### src/sv/mpm_pkg.sv
package mpm_pkg;

    localparam int unsigned VAL_W = 31;
    localparam int unsigned PROD_W = 62;
    localparam int unsigned SUM_W = 63;
    localparam int unsigned NCELL = 4;
    localparam int unsigned CFG_IDX_W = 2;

    typedef logic [VAL_W-1:0] val_t;

    typedef enum logic [CFG_IDX_W-1:0] {
        REG_BASE_00 = 2'd0,
        REG_BASE_01 = 2'd1,
        REG_BASE_10 = 2'd2,
        REG_BASE_11 = 2'd3
    } cfg_idx_t;

    typedef struct packed {
        logic start;
        logic done;
    } mr_ctl_t;

endpackage

### src/sv/mpm_modred.sv
module mpm_modred
    import mpm_pkg::*;
(
    input  logic              clk,
    input  logic              rst_n,
    input  mr_ctl_t           ctl_in,
    input  logic [SUM_W-1:0]  value,
    input  val_t              modulus,
    output mr_ctl_t           ctl_out,
    output val_t              remainder
);

    localparam int unsigned CNT_W = $clog2(SUM_W + 1);

    logic [SUM_W-1:0] num_reg;
    logic [VAL_W:0]   rem_reg;
    logic [CNT_W-1:0] cnt_reg;
    logic             busy_reg;
    logic             done_reg;
    logic [VAL_W+1:0] shifted;
    logic [VAL_W+1:0] diff;

    // restoring division, one quotient bit per cycle
    assign shifted = {rem_reg, num_reg[SUM_W-1]};
    assign diff = shifted - {2'b00, modulus};

    always_ff @(posedge clk or negedge rst_n)
    begin
        if (!rst_n)
        begin
            busy_reg <= 1'b0;
            done_reg <= 1'b0;
            cnt_reg <= '0;
        end
        else
        begin
            done_reg <= !ctl_in.start && busy_reg && (cnt_reg == CNT_W'(1));
            if (ctl_in.start)
            begin
                busy_reg <= 1'b1;
                cnt_reg <= CNT_W'(SUM_W);
            end
            else if (busy_reg)
            begin
                cnt_reg <= cnt_reg - 1'b1;
                if (cnt_reg == CNT_W'(1))
                    busy_reg <= 1'b0;
            end
        end
    end

    always_ff @(posedge clk)
    begin
        if (ctl_in.start)
        begin
            num_reg <= value;
            rem_reg <= '0;
        end
        else if (busy_reg)
        begin
            num_reg <= {num_reg[SUM_W-2:0], 1'b0};
            if (!diff[VAL_W+1])
                rem_reg <= diff[VAL_W:0];
            else
                rem_reg <= shifted[VAL_W:0];
        end
    end

    assign ctl_out.start = busy_reg;
    assign ctl_out.done = done_reg;
    assign remainder = rem_reg[VAL_W-1:0];

endmodule

### src/sv/matrix_power_mod_2x2.sv
// per exponent bit examined: a multiply into the accumulator when that bit is set, then a squaring, cell by cell
// a zero exponent finishes without any matrix product
// one transaction at a time: busy stays high until done pulses with the result
// built around one shared multiplier and one bit-serial remainder unit
// rst_n clears control and restores the base matrix to [[2,1],[1,1]]
// done is a single-cycle strobe; the receiver cannot stall
module matrix_power_mod_2x2
    import mpm_pkg::*;
#(
    parameter int unsigned EXP_BITS = 32
)
(
    input  logic                clk,
    input  logic                rst_n,
    input  logic                cfg_we,
    input  logic [1:0]          cfg_index,
    input  logic [VAL_W-1:0]    cfg_data,
    input  logic                start,
    input  logic [31:0]         exponent,
    input  logic [VAL_W-1:0]    modulus,
    output logic                busy,
    output logic                done,
    output logic [VAL_W-1:0]    res_00,
    output logic [VAL_W-1:0]    res_01,
    output logic [VAL_W-1:0]    res_10,
    output logic [VAL_W-1:0]    res_11
);

    localparam int unsigned BIT_W = $clog2(EXP_BITS + 1);

    typedef enum logic [2:0] {
        S_IDLE,
        S_BIT,
        S_MUL0,
        S_MUL1,
        S_RED,
        S_NEXT
    } state_t;

    state_t state_reg;
    val_t base_reg [NCELL];
    val_t acc_reg [NCELL];
    val_t sq_reg [NCELL];
    val_t tmp_reg [NCELL];
    val_t mod_reg;
    logic [EXP_BITS-1:0] exp_reg;
    logic [BIT_W-1:0] bit_reg;
    logic sqphase_reg;
    logic [1:0] cell_reg;
    logic [SUM_W-1:0] sum_reg;
    logic busy_reg;
    logic done_reg;

    logic [EXP_BITS-1:0] exp_in;
    val_t xa;
    val_t ya;
    logic [PROD_W-1:0] prod;
    mr_ctl_t red_in;
    mr_ctl_t red_out;
    val_t red_q;

    assign exp_in = EXP_BITS'({{(EXP_BITS > 32 ? EXP_BITS - 32 : 0){1'b0}}, exponent});

    // operand selection for x[r][t] * y[t][c]
    always_comb
    begin
        logic r;
        logic c;
        logic t;
        r = cell_reg[1];
        c = cell_reg[0];
        t = (state_reg == S_MUL1);
        xa = sqphase_reg ? sq_reg[{r, t}] : acc_reg[{r, t}];
        ya = sq_reg[{t, c}];
    end

    assign prod = PROD_W'(xa) * PROD_W'(ya);
    assign red_in.start = (state_reg == S_MUL1);
    assign red_in.done = 1'b0;

    mpm_modred u_red (
        .clk       (clk),
        .rst_n     (rst_n),
        .ctl_in    (red_in),
        .value     (sum_reg + SUM_W'(prod)),
        .modulus   (mod_reg),
        .ctl_out   (red_out),
        .remainder (red_q)
    );

    always_ff @(posedge clk or negedge rst_n)
    begin
        if (!rst_n)
        begin
            state_reg <= S_IDLE;
            busy_reg <= 1'b0;
            done_reg <= 1'b0;
            base_reg[0] <= VAL_W'(2);
            base_reg[1] <= VAL_W'(1);
            base_reg[2] <= VAL_W'(1);
            base_reg[3] <= VAL_W'(1);
        end
        else
        begin
            done_reg <= (state_reg == S_BIT) &&
                        (exp_reg == '0 || bit_reg == BIT_W'(EXP_BITS));
            if (cfg_we)
            begin
                case (cfg_idx_t'(cfg_index))
                    REG_BASE_00: base_reg[0] <= cfg_data;
                    REG_BASE_01: base_reg[1] <= cfg_data;
                    REG_BASE_10: base_reg[2] <= cfg_data;
                    REG_BASE_11: base_reg[3] <= cfg_data;
                    default: ;
                endcase
            end
            case (state_reg)
                S_IDLE:
                begin
                    if (start)
                    begin
                        busy_reg <= 1'b1;
                        state_reg <= S_BIT;
                    end
                end
                S_BIT:
                begin
                    if (exp_reg == '0 || bit_reg == BIT_W'(EXP_BITS))
                    begin
                        busy_reg <= 1'b0;
                        state_reg <= S_IDLE;
                    end
                    else
                        state_reg <= S_MUL0;
                end
                S_MUL0: state_reg <= S_MUL1;
                S_MUL1: state_reg <= S_RED;
                S_RED:
                begin
                    if (red_out.done)
                        state_reg <= S_NEXT;
                end
                S_NEXT:
                begin
                    if (cell_reg == 2'd3 && sqphase_reg)
                        state_reg <= S_BIT;
                    else
                        state_reg <= S_MUL0;
                end
                default: state_reg <= S_IDLE;
            endcase
        end
    end

    always_ff @(posedge clk)
    begin
        case (state_reg)
            S_IDLE:
            begin
                if (start)
                begin
                    exp_reg <= exp_in;
                    mod_reg <= (modulus == '0) ? VAL_W'(1) : modulus;
                    bit_reg <= '0;
                    acc_reg[0] <= VAL_W'(1);
                    acc_reg[1] <= '0;
                    acc_reg[2] <= '0;
                    acc_reg[3] <= VAL_W'(1);
                    for (int i = 0; i < NCELL; i++)
                        sq_reg[i] <= base_reg[i];
                end
            end
            S_BIT:
            begin
                cell_reg <= '0;
                sqphase_reg <= !exp_reg[0];
            end
            S_MUL0: sum_reg <= SUM_W'(prod);
            S_RED:
            begin
                if (red_out.done)
                    tmp_reg[cell_reg] <= red_q;
            end
            S_NEXT:
            begin
                cell_reg <= cell_reg + 1'b1;
                if (cell_reg == 2'd3)
                begin
                    if (sqphase_reg)
                    begin
                        sq_reg <= tmp_reg;
                        exp_reg <= exp_reg >> 1;
                        bit_reg <= bit_reg + 1'b1;
                    end
                    else
                        acc_reg <= tmp_reg;
                    sqphase_reg <= 1'b1;
                end
            end
            default: ;
        endcase
    end

    assign busy = busy_reg;
    assign done = done_reg;
    assign res_00 = acc_reg[0];
    assign res_01 = acc_reg[1];
    assign res_10 = acc_reg[2];
    assign res_11 = acc_reg[3];

`ifndef ASSERT_OFF
    a_done_clears_busy: assert property (@(posedge clk) disable iff (!rst_n)
        done |-> !busy)
        else $error("done while busy");
    a_start_sets_busy: assert property (@(posedge clk) disable iff (!rst_n)
        (start && !busy) |=> busy)
        else $error("start not taken");
    a_done_pulse: assert property (@(posedge clk) disable iff (!rst_n)
        done |=> !done)
        else $error("done longer than one cycle");
    a_red_only_busy: assert property (@(posedge clk) disable iff (!rst_n)
        red_out.done |-> busy)
        else $error("remainder finished while idle");
`endif

endmodule

### config.mk
export PLATFORM = sky130hd
export DESIGN_NAME = matrix_power_mod_2x2
export DESIGN_NICKNAME = d
export VERILOG_FILES = /design/src/sv/mpm_pkg.sv /design/src/sv/mpm_modred.sv /design/src/sv/matrix_power_mod_2x2.sv
export SDC_FILE = /design/constraint.sdc
export NUM_CORES = 2
export LEC_CHECK = 0
export ABC_AREA = 1
export ABC_CLOCK_PERIOD_IN_PS = 22200
export BUFFER_PORTS_ARGS = -buffer_cell sky130_fd_sc_hd__buf_4
export CORE_MARGIN = 2
export CORE_UTILIZATION = 25
export DETAILED_ROUTE_END_ITERATION = 6
export PLACE_DENSITY_LB_ADDON = 0.15
export SETUP_SLACK_MARGIN = 0.1
export SYNTH_ARGS = -nofsm -noshare
export SYNTH_HDL_FRONTEND = slang
export SYNTH_SLANG_ARGS = --single-unit
### constraint.sdc
create_clock -name clk -period 22.2 [get_ports clk]
set_input_delay 2.22 -clock clk [delete_from_list [all_inputs] [get_ports clk]]
set_output_delay 2.22 -clock clk [all_outputs]
set_load 0.05 [all_outputs]
# After elaboration in Yosys (flattened, before gate mapping)

Cells that the tools add are included.

Add/sub/neg operators: 5
Multipliers: 1
$lt $le $gt $ge: 4
Equal/unequal tests: 17
Multiplexer cells: 48
Bitwise gates (word level): 3
Reductions and logical operators: 27

Operator list:

| cell                                                          | number |
|---|---|
| 124-bit 2-to-1 mux                                            | 6 |
| 124-bit case mux with 2 select lines                          | 2 |
| 31-bit 2-to-1 mux                                             | 8 |
| 31-bit binary-select mux with 2-bit select                    | 3 |
| 32-bit 2-to-1 mux                                             | 4 |
| 63-bit 2-to-1 mux                                             | 2 |
| 124-bit bitwise mux                                           | 1 |
| 32-bit case mux with 2 select lines                           | 1 |
| 62-bit by 62-bit adder with 63-bit output                     | 1 |
| 31-bit demux with 2-bit select                                | 1 |
| 31-bit by 31-bit multiplier with 62-bit output                | 1 |
| 33-bit by 31-bit subtractor with 33-bit output                | 1 |
| 32-bit zero test                                              | 1 |
| 31-bit zero test                                              | 1 |
| 6-bit 2-to-1 mux                                              | 5 |
| 3-bit case mux with 6 select lines                            | 1 |
| 2-bit AND reduction                                           | 8 |
| 6-bit case mux with 2 select lines                            | 1 |
| 3-bit greater-or-equal comparator, second input constant      | 3 |
| 2-bit NOT with 3-bit output                                   | 3 |
| 2-bit inequality test, second input constant                  | 4 |
| 4-bit AND reduction                                           | 2 |
| 2-bit nonzero test                                            | 4 |
| 6-bit by 1-bit adder with 6-bit output, second input constant | 1 |
| 22 further kinds                                              | 40 |

Register bits: 738
Input bits: 100
Output and inout port bits: 126
Word-level logic and storage cells: 135

# Longest topological paths before layout

Word-level depth: 9
Gate-level depth with buffers: 54
Depth with buffers taken out: 51

# Hierarchy

From an unflattened synthesis, not the netlist that was laid out.

Cells, all modules: 8923
Area total of the unflattened synthesis: 71778.8 µm²

By module, submodules not included:

| module               | times used | cells each | area an instance (µm²) | seq. area each (µm²) |
|---|---|---|---|---|
| matrix_power_mod_2x2 | 1          | 7758       | 64236.6                | 18427.7 |
| mpm_modred           | 1          | 1165       | 7542.2                 | 2732.6 |

# Worst setup path after synthesis

Ideal clock, no wire load.

Path kind: in2reg
Start point: input start
End point: register bit_reg[0] (enable)
Setup time: 0.940 ns
Data arrival time: 14.035 ns
Required time: 21.260 ns
Path slack: 7.225 ns
Stages on the path: 2
Path buffers: 0
Cell sequence: nor2_1 a221oi_1

Word-level cells in the longest chain between the ends: 2

Ends and longest elaborated chain:

| element                         | RTL line                    | text |
|---|---|---|
| from (decl)                     | matrix_power_mod_2x2.sv:18  | `input logic start,` |
| 2-bit inequality test (no line) | -                           |  |
| 4-bit AND reduction (no line)   | -                           |  |
| to (signal assigned)            | matrix_power_mod_2x2.sv:193 | `bit_reg <= bit_reg + 1'b1;` |
| to (decl)                       | matrix_power_mod_2x2.sv:47  | `logic [BIT_W-1:0] bit_reg;` |

Every way passes these cells.
A chain may end at the register's enable or synchronous reset.

# Worst setup path after layout

Start point: register state_reg[2]
End point: register u_red.num_reg[52] (data pin)

Word-level cells in the longest chain between the ends: 9
Elaborated cells on any way between the ends: 16
Classes of those cells: 1 x add/sub; 1 x mul; 1 x eq/ne; 11 x mux; 2 x bitwise

Ends and longest elaborated chain:

| element                                               | RTL line                    | text |
|---|---|---|
| from (decl)                                           | matrix_power_mod_2x2.sv:40  | `state_t state_reg;` |
| from (signal assigned)                                | matrix_power_mod_2x2.sv:95  | `state_reg <= S_IDLE;` |
| from (signal assigned)                                | matrix_power_mod_2x2.sv:123 | `state_reg <= S_BIT;` |
| from (signal assigned)                                | matrix_power_mod_2x2.sv:131 | `state_reg <= S_IDLE;` |
| 3-bit by 2-bit equality test with 1-bit output (*)    | matrix_power_mod_2x2.sv:72  | `t = (state_reg == S_MUL1);` |
| 2-bit NOT with 3-bit output (implied by the code)     | matrix_power_mod_2x2.sv:73  | `xa = sqphase_reg ? sq_reg[{r, t}] : acc_reg[{r, t}];` |
| 31-bit binary-select mux with 2-bit select            | matrix_power_mod_2x2.sv:73  |  |
| 31-bit 2-to-1 mux (implied by the code) (2 in series) | matrix_power_mod_2x2.sv:73  |  |
| 31-bit 2-to-1 mux                                     | matrix_power_mod_2x2.sv:73  |  |
| 31-bit by 31-bit multiplier with 62-bit output (*)    | matrix_power_mod_2x2.sv:77  | `assign prod = PROD_W'(xa) * PROD_W'(ya);` |
| net prod[33]                                          | matrix_power_mod_2x2.sv:57  | `logic [PROD_W-1:0] prod;` |
| 62-bit by 62-bit adder with 63-bit output (*)         | matrix_power_mod_2x2.sv:85  | `.value (sum_reg + SUM_W'(prod)),` |
| 63-bit 2-to-1 mux (*)                                 | mpm_modred.sv:54            | `if (ctl_in.start)` |
| to (signal assigned)                                  | mpm_modred.sv:56            | `num_reg <= value;` |
| to (signal assigned)                                  | mpm_modred.sv:61            | `num_reg <= {num_reg[SUM_W-2:0], 1'b0};` |
| to (decl)                                             | mpm_modred.sv:15            | `logic [SUM_W-1:0] num_reg;` |

Mark *: on every way through the listed nets, which the timed path passes. The rest lies on a longest branch. The select of a mux whose other input is x is not followed.

==> results.py <==
metrics = {
    "run_status": {
        "outcome": "finished, final reports clean",
    },
    "finish": {
        "flow.area_growth_from_synthesis_pct": 12.9,
        "nets": 9758,
        "layout-drive-gt1-share_pct": 7.24,
        "fillcell_total": 30400,
    },
    "clocking": {
        "buffers_inserted_during_post_cts_setup_optimization": 0,
        "clock_edge_transition_at_the_registers_on_the_reported_setup_and_hold_paths_ps": 60,
        "cts_inserted_buffers": 93,
        "post_cts_resized": 0,
        "clock_path_buffers": 3,
        "clock_latency_ps": 760,
        "cts_tree": "yes",
        "root_buffer": "sky130_fd_sc_hd__clkbuf_16",
        "clock_sinks": 738,
        "ctsHtreeMaxLevel": 3,
        "holdBufCountCts": 0,
    },
    "routing": {
        "final_wirelength_microns": 272000,
        "vias_per_cell": 4.52,
        "highest_layer": "met4",
        "postRouteAntennaNets": 0,
        "met3_length_microns": 13100,
        "vias": 55400,
        "post-route-drc-count": 0,
        "first_iter_violations": 4030,
        "dr_wl_met2_microns": 127000,
        "dr.pass1.iters": 6,
        "routed_wire_per_std_cell_microns": 22.2,
        "route.layer.met1.wl_microns": 121000,
    },
    "critical_path": {
        "end_of_the_worst_register_to_register_path": "u_red.num_reg[52]$_DFFE_PP_",
        "r2r_cells": 43,
        "worst-path-max-fanout": 104,
        "worst_path_largest_cell_delay_ps": 970,
        "crit_type": "reg2reg",
        "crit_slowest_cell": "sky130_fd_sc_hd__o21ai_2",
        "worst_setup_path_start_kind": "register",
        "timing.critical_path.to_type": "register",
        "reg2reg_slack_ps": 8560,
        "critPathArrivalTime_ps": 14110,
        "cp_data_required_time_ps": 22670,
        "crit_buf_inv": 13,
        "timing.critical_path.max_delay_family": "adder cells",
        "cell_seen_most_often_among_critical_path_stages": "sky130_fd_sc_hd__inv_1",
        "regToRegStartpoint": "state_reg[2]$_DFFE_PN0P_",
    },
    "logic_synthesis": {
        "synth_fp_nets": 9673,
        "ys_warn_count": 0,
        "synth-seq-area-share_pct": 30.3,
        "synth.cells.most_frequent": "sky130_fd_sc_hd__nand2_1 (2210), sky130_fd_sc_hd__inv_1 (1616), sky130_fd_sc_hd__nor2_1 (944), sky130_fd_sc_hd__fa_1 (839), sky130_fd_sc_hd__edfxtp_1 (569)",
        "synth_top_cell_area_share_pct": 24.5,
        "ys_types": 49,
        "synth_async_sr_flop_share_pct": 18.6,
        "yosys_most_used_dff": "sky130_fd_sc_hd__edfxtp_1",
        "postSynthAreaPerCell_sq_um": 8.34,
        "yosys.area.top_type": "sky130_fd_sc_hd__edfxtp_1",
        "synth_edf_count": 569,
        "yosysMostFrequentCell": "sky130_fd_sc_hd__nand2_1",
        "syn_area_sq_um": 69800,
        "synth_area_leaders": "sky130_fd_sc_hd__edfxtp_1 (24%), sky130_fd_sc_hd__fa_1 (24%), sky130_fd_sc_hd__nand2_1 (12%)",
        "ys_ff_latch": 738,
        "post_synth_inst_count": 8376,
    },
    "timing": {
        "worst-slew-pin-transition_ps": 1190,
        "final.min_clock_period_ps": 13640,
        "timing.final.crit_share_pct": 61.4,
        "setup_viol": 0,
        "clock_skew_ps": 62.0,
        "max_freq_ghz": 0.0733,
        "rsz0062_at_grt": "false",
        "fin_tns_setup_ps": 0,
        "timing_hold_violations_final": 0,
        "slew-limit-headroom_pct": 20.1,
        "slew_violations": 0,
    },
    "global_route": {
        "antenna_violations_before_repair": 7,
        "grt-ovfl-total": 0,
        "first_global_vias": 59100,
        "first_pass_grt_wire_length_microns": 402000,
        "grt.total_usage_pct": 19.1,
        "grt_max_degree": 125,
    },
    "floorplan": {
        "dieWidth_microns": 533,
        "core.rowCount": 194,
        "die_y_extent_microns": 533,
        "initial_core_utilization_pct": 25.1,
        "placeableCoreArea_sq_um": 279000,
        "design.die.area_sq_um": 284000,
        "ios": 226,
    },
    "placed_design": {
        "final_weighted_congestion_in_routability_driven_placement": 0.884,
        "io_buffer_count": 225,
        "place.detailed.hpwl_microns": 209000,
    },
    "hold_path": {
        "worst_hold_depth": 2,
        "worst_hold_path.endpoint": "base_reg[114]$_DFFE_PN0P_",
        "hp-class": "reg2reg",
        "hp-start": "base_reg[114]$_DFFE_PN0P_",
    },
    "run": {
        "max-cap-violations": 0,
    },
}
how the worst max path moves through the flow:
stage	endpoint	start	slack, ps	depth (start not counted)
2_1_floorplan	bit_reg[0]$_SDFFCE_PN0P_	start	7220	2
3_3_place_gp	u_red.num_reg[58]$_DFFE_PP_	state_reg[2]$_DFFE_PN0P_	8800	44
3_5_place_dp	u_red.num_reg[58]$_DFFE_PP_	state_reg[2]$_DFFE_PN0P_	8770	44
4_1_cts	u_red.num_reg[58]$_DFFE_PP_	state_reg[0]$_DFFE_PN0P_	8750	44
5_1_grt	u_red.num_reg[50]$_DFFE_PP_	state_reg[0]$_DFFE_PN0P_	8030	42
6_report	u_red.num_reg[52]$_DFFE_PP_	state_reg[2]$_DFFE_PN0P_	8560	43
stage by stage:
stage | std cells | hold slack (ps) | setup WS (ps) | util (%) | instance area [sq um]
after floorplan | 8376 | 453 | 7220 | - | 69800
after global placement | 12100 | 465 | 8800 | 27.1 | 75600
after detailed placement | 12100 | 473 | 8770 | 27.1 | 75600
after CTS | 12300 | 488 | 8750 | 28.3 | 78800
after global routing | 12300 | 502 | 8030 | 28.3 | 78800
final | 12300 | 481 | 8560 | 28.3 | 78800
cell usage in the layout (no fill, tap or decap), types with 29 or more instances in the layout:
cell type,n
sky130_fd_sc_hd__a32o_1,43
sky130_fd_sc_hd__inv_2,36
sky130_fd_sc_hd__buf_4,319
sky130_fd_sc_hd__nor2_1,935
sky130_fd_sc_hd__dfrtp_1,133
sky130_fd_sc_hd__xnor2_1,48
sky130_fd_sc_hd__ha_1,358
sky130_fd_sc_hd__dfxtp_1,32
sky130_fd_sc_hd__fa_1,839
sky130_fd_sc_hd__clkbuf_16,95
sky130_fd_sc_hd__inv_1,1614
sky130_fd_sc_hd__o21ai_2,40
sky130_fd_sc_hd__o21ai_0,421
sky130_fd_sc_hd__o211ai_1,33
sky130_fd_sc_hd__nand3_1,190
sky130_fd_sc_hd__edfxtp_1,569
sky130_fd_sc_hd__nand4_1,31
sky130_fd_sc_hd__a21oi_1,243
sky130_fd_sc_hd__xor2_1,38
sky130_fd_sc_hd__nand2_1,2210
sky130_fd_sc_hd__nor3_1,29
layout make-up:
| type | count | area [sq um] | area share [%] |
|---|---|---|---|
| clock inverter | 52 | 618 | 0.784 |
| sequential | 738 | 21200 | 26.8 |
| multi-input combinational | 5653 | 41100 | 52.2 |
| clock buffer | 122 | 2590 | 3.28 |
| timing repair buffer | 322 | 2450 | 3.10 |
| tap | 3724 | 4660 | 5.91 |
| antenna | 3 | 7.51 | 0.00952 |
| inverter | 1653 | 6220 | 7.89 |
per-layer routing:
| metal | track usage, % | up-vias |
|---|---|---|
| li1 | - | 25800 |
| met5 | 0 | - |
| met1 | 25.3 | 27700 |
| met4 | 6.50 | 0 |
| met2 | 32.1 | 1505 |
| met3 | 2.49 | 351 |
worst min-delay path, cell delays in order (launching register included):
cell	delay, ps
sky130_fd_sc_hd__dfrtp_1	340
sky130_fd_sc_hd__nand2_1	50
sky130_fd_sc_hd__o21ai_0	60
cells by family (layout without fill, tap and decap cells):
family                     count (synthesis)  after routing  share of synthesized area [%]
AOI/OAI and AO/OA                        871            871                           7.31
xor gates and xnor gates                  86             86                           1.08
adders and majority gates               1197           1197                           30.5
buffers and inverters                   1985           2149                           11.1
DFF                                      738            738                           30.3
muxes                                     14             14                          0.201
other                                      0              3                              0
and+or+nand+nor                         3485           3485                           19.6
Power is not shown: default switching activity piles up to over one toggle a cycle in this logic, so the estimate is an artifact.
